===== src/rtl/core/lrfr_pkg.sv =====
package lrfr_pkg;

  localparam int BUFFER_BYTES_DEF = 1024;

  localparam logic [7:0] HDR_MARK  = 8'h3C;
  localparam logic [7:0] TAIL_HEAD = 8'h80;
  localparam logic [7:0] TAIL_END  = 8'h7F;
  localparam int         FRAME_BYTES = 12;
  localparam int         WORD_BYTES  = 4;

  typedef enum logic [1:0] {
    OP_BEGIN = 2'd0,
    OP_DATA  = 2'd1,
    OP_POP   = 2'd2
  } op_t;

  typedef enum logic [2:0] {
    ST_OK      = 3'd0,
    ST_NOSPACE = 3'd1,
    ST_IGNORED = 3'd2,
    ST_EMPTY   = 3'd3,
    ST_OPEN    = 3'd4
  } status_t;

  typedef enum logic [2:0] {
    S_CLEAR,
    S_IDLE,
    S_EXEC,
    S_STAMP,
    S_TAIL,
    S_POP,
    S_RESP
  } state_t;

  typedef struct packed {
    logic clear;
    logic latch;
    logic exec;
    logic stamp;
    logic tail;
    logic pop_cap;
  } cmd_t;

  typedef struct packed {
    logic clear_done;
    logic begin_ok;
    logic pop_ok;
  } stat_t;

endpackage


===== src/rtl/core/lrfr_ctrl.sv =====
module lrfr_ctrl (
  input  logic           clk,
  input  logic           rst_n,
  input  logic           in_valid,
  output logic           in_stall,
  output logic           out_valid,
  input  logic           out_stall,
  input  lrfr_pkg::stat_t stat,
  output lrfr_pkg::cmd_t  cmd
);

  lrfr_pkg::state_t state_r, state_nxt;

  always_ff @(posedge clk) begin
    if (!rst_n) begin
      state_r <= lrfr_pkg::S_CLEAR;
    end else begin
      state_r <= state_nxt;
    end
  end

  always_comb begin
    state_nxt = state_r;
    unique case (state_r)
      lrfr_pkg::S_CLEAR: begin
        if (stat.clear_done) state_nxt = lrfr_pkg::S_IDLE;
      end
      lrfr_pkg::S_IDLE: begin
        if (in_valid) state_nxt = lrfr_pkg::S_EXEC;
      end
      lrfr_pkg::S_EXEC: begin
        if (stat.begin_ok) begin
          state_nxt = lrfr_pkg::S_STAMP;
        end else if (stat.pop_ok) begin
          state_nxt = lrfr_pkg::S_POP;
        end else begin
          state_nxt = lrfr_pkg::S_RESP;
        end
      end
      lrfr_pkg::S_STAMP: state_nxt = lrfr_pkg::S_TAIL;
      lrfr_pkg::S_TAIL:  state_nxt = lrfr_pkg::S_RESP;
      lrfr_pkg::S_POP:   state_nxt = lrfr_pkg::S_RESP;
      lrfr_pkg::S_RESP: begin
        if (!out_stall) state_nxt = lrfr_pkg::S_IDLE;
      end
      default: state_nxt = lrfr_pkg::S_CLEAR;
    endcase
  end

  always_comb begin
    cmd       = '0;
    in_stall  = 1'b1;
    out_valid = 1'b0;
    unique case (state_r)
      lrfr_pkg::S_CLEAR: cmd.clear = 1'b1;
      lrfr_pkg::S_IDLE: begin
        in_stall  = 1'b0;
        cmd.latch = in_valid;
      end
      lrfr_pkg::S_EXEC:  cmd.exec    = 1'b1;
      lrfr_pkg::S_STAMP: cmd.stamp   = 1'b1;
      lrfr_pkg::S_TAIL:  cmd.tail    = 1'b1;
      lrfr_pkg::S_POP:   cmd.pop_cap = 1'b1;
      lrfr_pkg::S_RESP:  out_valid   = 1'b1;
      default: ;
    endcase
  end

`ifndef SYNTHESIS
  // a transaction taken in never shows its result on the very next edge
  a_no_same_cycle_result: assert property (@(posedge clk) disable iff (!rst_n)
    (in_valid && !in_stall) |=> !out_valid)
    else $error("result shown directly after accept");

  // framing words are written in a fixed order
  a_tail_after_stamp: assert property (@(posedge clk) disable iff (!rst_n)
    cmd.stamp |=> cmd.tail)
    else $error("stamp word not followed by tail word");
`endif

endmodule


===== config.mk =====
export PLATFORM = sky130hd
export DESIGN_NAME = lrfr_ctrl
export DESIGN_NICKNAME = d
export VERILOG_FILES = /design/src/rtl/core/lrfr_pkg.sv /design/src/rtl/core/lrfr_ctrl.sv
export SDC_FILE = /design/constraint.sdc
export NUM_CORES = 1
export LEC_CHECK = 0
export BUFFER_PORTS_ARGS = -buffer_cell sky130_fd_sc_hd__buf_2
export CAP_MARGIN = 30
export CORE_AREA = 8 8 45 47
export DETAILED_ROUTE_END_ITERATION = 8
export DIE_AREA = 0 0 53 55
export SYNTH_ARGS = -nofsm -noshare
export SYNTH_HDL_FRONTEND = slang
export SYNTH_SLANG_ARGS = --single-unit
export TNS_END_PERCENT = 10

===== constraint.sdc =====
create_clock -name clk -period 3.7 [get_ports clk]
set_input_delay 0.185 -clock clk [delete_from_list [all_inputs] [get_ports clk]]
set_output_delay 0.185 -clock clk [all_outputs]
set_load 0.03 [all_outputs]

---- After elaboration in Yosys (flattened, before gate mapping) ----
Cells that the tools add are included.
storage, ports and cells
  bits in registers ....................... 3
  bits in latches ......................... 0
  bits in writable memories ............... 0
  memory bits (read-only) ................. 0
  memories ................................ 0
cells by class
  add/subtract/negate cells ............... 0
  $mul .................................... 0
  div/mod/pow operators ................... 0
  magnitude comparators ................... 0
  equal/unequal tests ..................... 9
  shifts and indexed selects .............. 0
  mux-type cells .......................... 14
  bitwise operators ....................... 0
  reductions and logical operators ........ 3
operators by type and width
  cell                  number
  $pmux W3 S6           1
  $mux W3               4
  $eq A3 B3 Y1 const B  3
  $mux W1               8
  $eq A3 B2 Y1 const B  2
  $ne A2 B2 Y1 const B  3
  $eq A3 B1 Y1 const B  1
  $logic_not A3 Y1      1
  $reduce_and A3 Y1     1
  $mux W2               1
  $reduce_or A2 Y1      1

---- Logic depth before layout (Yosys ltp) ----
  depth after elaboration ................. 3
  mapped depth ............................ 5
  gate-level depth less buffers ........... 4

---- Worst setup path after synthesis ----
OpenSTA, ideal clock, no wires.
  path kind ............................... reg-to-reg
  start ................................... reg state_r[1]
  end ..................................... reg state_r[1]
  library setup time ...................... 0.074 ns
  data arrival time ....................... 1.322 ns
  data required time ...................... 3.626 ns
  slack ................................... 2.304 ns
  stages on the path, launching flop included .. 6
  buffers on the path ..................... 1
  period minus slack after synthesis ...... 1.396 ns
  path through ............................ dfxtp_1 > clkbuf_2 > nand2b_1 > nor2_1 > o21ai_0 > a31oi_1
on the way
  cells in the longest elaborated chain, start to end .. 3
  elaborated cells between the ends (all ways) .. 13
  classes of those cells .................. 9 x eq/ne; 1 x mux; 3 x reduce/logical
ends and longest elaborated chain
  what                                                               line             source
  from (decl)                                                        lrfr_ctrl.sv:12  lrfr_pkg::state_t state_r, state_nxt;
  from (signal assigned)                                             lrfr_ctrl.sv:16  state_r <= lrfr_pkg::S_CLEAR;
  from (signal assigned)                                             lrfr_ctrl.sv:18  state_r <= state_nxt;
  $eq A3 B3 Y1 (tied with other cells)                               lrfr_ctrl.sv:24  unique case (state_r)
  $reduce_or A2 Y1 (no line) / $ne A2 B2 Y1 (equally long branches)  -
  $pmux W3 S6 / $reduce_and A3 Y1 (equally long branches)            -
Several ways; a longest one is shown, not always the timed one.
A chain may end at the register's enable or synchronous reset.

==> impl_metrics.tcl <==
set metrics [dict create \
    outcome "finished, final reports clean" \
    drtPass1Iterations 4 \
    worstPathCellList "or2b_1 -> nor2_1 -> buf_2" \
    finalSetupViolCount 0 \
    ys_warn_count 0 \
    grt.total_usage 0.0557 \
    netlist_area_sq_um 233 \
    cap_violations 0 \
    fill_cells 173 \
    clock_path_buffers 2 \
    largest_reg_flops 3 \
    drc 0 \
    synthFlopType "dfxtp_1" \
    antenna_found_initial 0 \
    cp.arrival_ns 1.28 \
    async_flop_share 0 \
    core-area_sq_um 1380 \
    worst_pin_slew_ns 0.294 \
    place.gp.congestion 0.761 \
    clk_latency_ns 0.24 \
    routedWlPerCell_um 10.8 \
    design_area_sq_um 333 \
    syn_avg_cell_area_sq_um 7.51 \
    p_per_area_nw_per_um2 1040 \
    io_buffers 14 \
    std_cell_rows 14 \
    num_io_pins 15 \
    dp_hpwl_um 553 \
    ant_nets 0 \
    ys_seq_area_frac 0.258 \
    nets 55 \
    crit_slowest_cell "dfxtp_1" \
    cts_root_buf "clkbuf_4" \
    regArea_sq_um 60.1 \
    dieArea_sq_um 2920 \
    hold_violations 0 \
    critical_path_class "reg2out" \
    routed_wl_um 682 \
    holdBufCountCts 0 \
    top_register "state_r" \
    post_drt_via_cell_ratio 4.37 \
    grt.overflow.total 0 \
    num_vias 275 \
    ys_ff_latch 3 \
    initial_core_util 0.168 \
    syn_nets 38 \
    cp-end-kind "primary output" \
    post_cts_resized 0 \
    slew_violations 0 \
    p_leak_nw 0.166 \
    grt_pass1_vias 259 \
    critical_path_depth 3 \
    period_share 0.396 \
    min_period_ns 1.46 \
    clock_skew_ns 0.00150 \
    multiInputGateArea_sq_um 145 \
    final_layout_size_suffix_gt1_frac 0.426 \
    postPlaceCellArea_sq_um 307 \
    rsz0062_at_grt "no" \
    post_synth_num_cell_types 21 \
    grt_pass1_wl_um 1090 \
    setup_tns_ns 0 \
    tritoncts "built" \
    worstPathMaxFanout 9 \
    synth-edff-count 0 \
    slew_headroom 0.802 \
    cp_top_family "flip-flops" \
    critPathLaunchType "flop" \
    min_path_cells 2 \
    critPathBufInv 1 \
    die_h_um 55 \
    timing.final.ws_setup_ns 2.24 \
    ir_drop_v 0.000253 \
    fmax_ghz 0.683 \
    cts_inserted_buffers 3 \
    postCtsSetupRepairBufs 0 \
    dp_slack_ns 2.36 \
    path_clk_slew_ns 0.04 \
    hold_path.class "in2reg" \
    slowest_delay_ns 0.47 \
    synthCells 31 \
    reg_top3 "state_r x3" \
    drt-initial-drc-count 14 \
    diodes 0 \
    grt_max_degree 10 \
    worstPathRequired_ns 3.51 \
    fp.dieW_um 53 \
    clock-sinks 3 \
    h-tree-depth 1 \
    syn2layout_area_growth_pct 43.0 \
    rr_worst_depth 3 \
]
## report_power, final
part	switching, mW	internal, mW	total [mW]
combinational	0.134	0.0740	0.208
sequential	0.0304	0.0493	0.0797
clock	0.0193	0.0406	0.0598
## Yosys cell counts (all sizes together) (2+ instances only)
cell type | count | area (sq um)
nor2 | 5 | 18.8
and3 | 2 | 13.8
dfxtp | 3 | 60.1
inv | 3 | 11.3
nor3 | 3 | 15.0
## logic make-up after synthesis
family,count (synthesis),share of synthesized area
compound gates,8,0.247
buf+inv,5,0.118
flops,3,0.258
mux,1,0.0645
simple gates,14,0.312
## placed cells by master (no fill, tap or decap)
cell type / count
a21boi_0: 1
a21o_1: 1
a21oi_1: 1
a31o_1: 1
a31oi_1: 1
and3_1: 1
and3_2: 1
buf_2: 14
clkbuf_1: 1
clkbuf_4: 3
dfxtp_1: 3
inv_1: 3
mux2_4: 1
nand2_1: 1
nand2b_1: 1
nor2_1: 5
nor3_1: 3
nor3b_1: 1
o21ai_0: 1
o22a_2: 1
o31ai_1: 1
or2b_1: 1
## routing by layer
layer  routed length, um  part of all wire  up-vias  track usage
met4                  19             0.028        0       0.0517
met2                 288              0.42       11       0.0742
met3                  98              0.14        2       0.0535
met1                 275              0.40      121       0.0486
li1                    -                 -      141            -
met5                   0                 0        -            0
## path summary, 6_finish.rpt
path | end | slack (ns) | from
setup reg to reg | state_r[0] | 2.35 | state_r[0]
setup / recovery | cmd[0] | 2.24 | state_r[0]
hold / removal | state_r[0] | 0.21 | rst_n
hold reg to reg | state_r[2] | 0.68 | state_r[2]
## through the flow
stage                     cells  hold slack (ns)  utilization  power, mW
after global routing         63            0.212        0.241      0.376
after detailed placement     59            0.452        0.222      0.290
after global placement       59            0.443        0.222      0.290
after CTS                    63            0.206        0.241      0.352
final                        63            0.206        0.241      0.348
after floorplan              31            0.320            -      0.248
## final cells by class
| type | count | share of cell area |
|---|---|---|
| repair buffers | 14 | 0.211 |
| clock buffers | 4 | 0.0789 |
| multi-input cells | 23 | 0.436 |
| inverters | 3 | 0.0338 |
| flip-flops and latches | 3 | 0.180 |
| well taps | 16 | 0.0602 |
No activity file was read; power rests on OpenSTA's default activity.
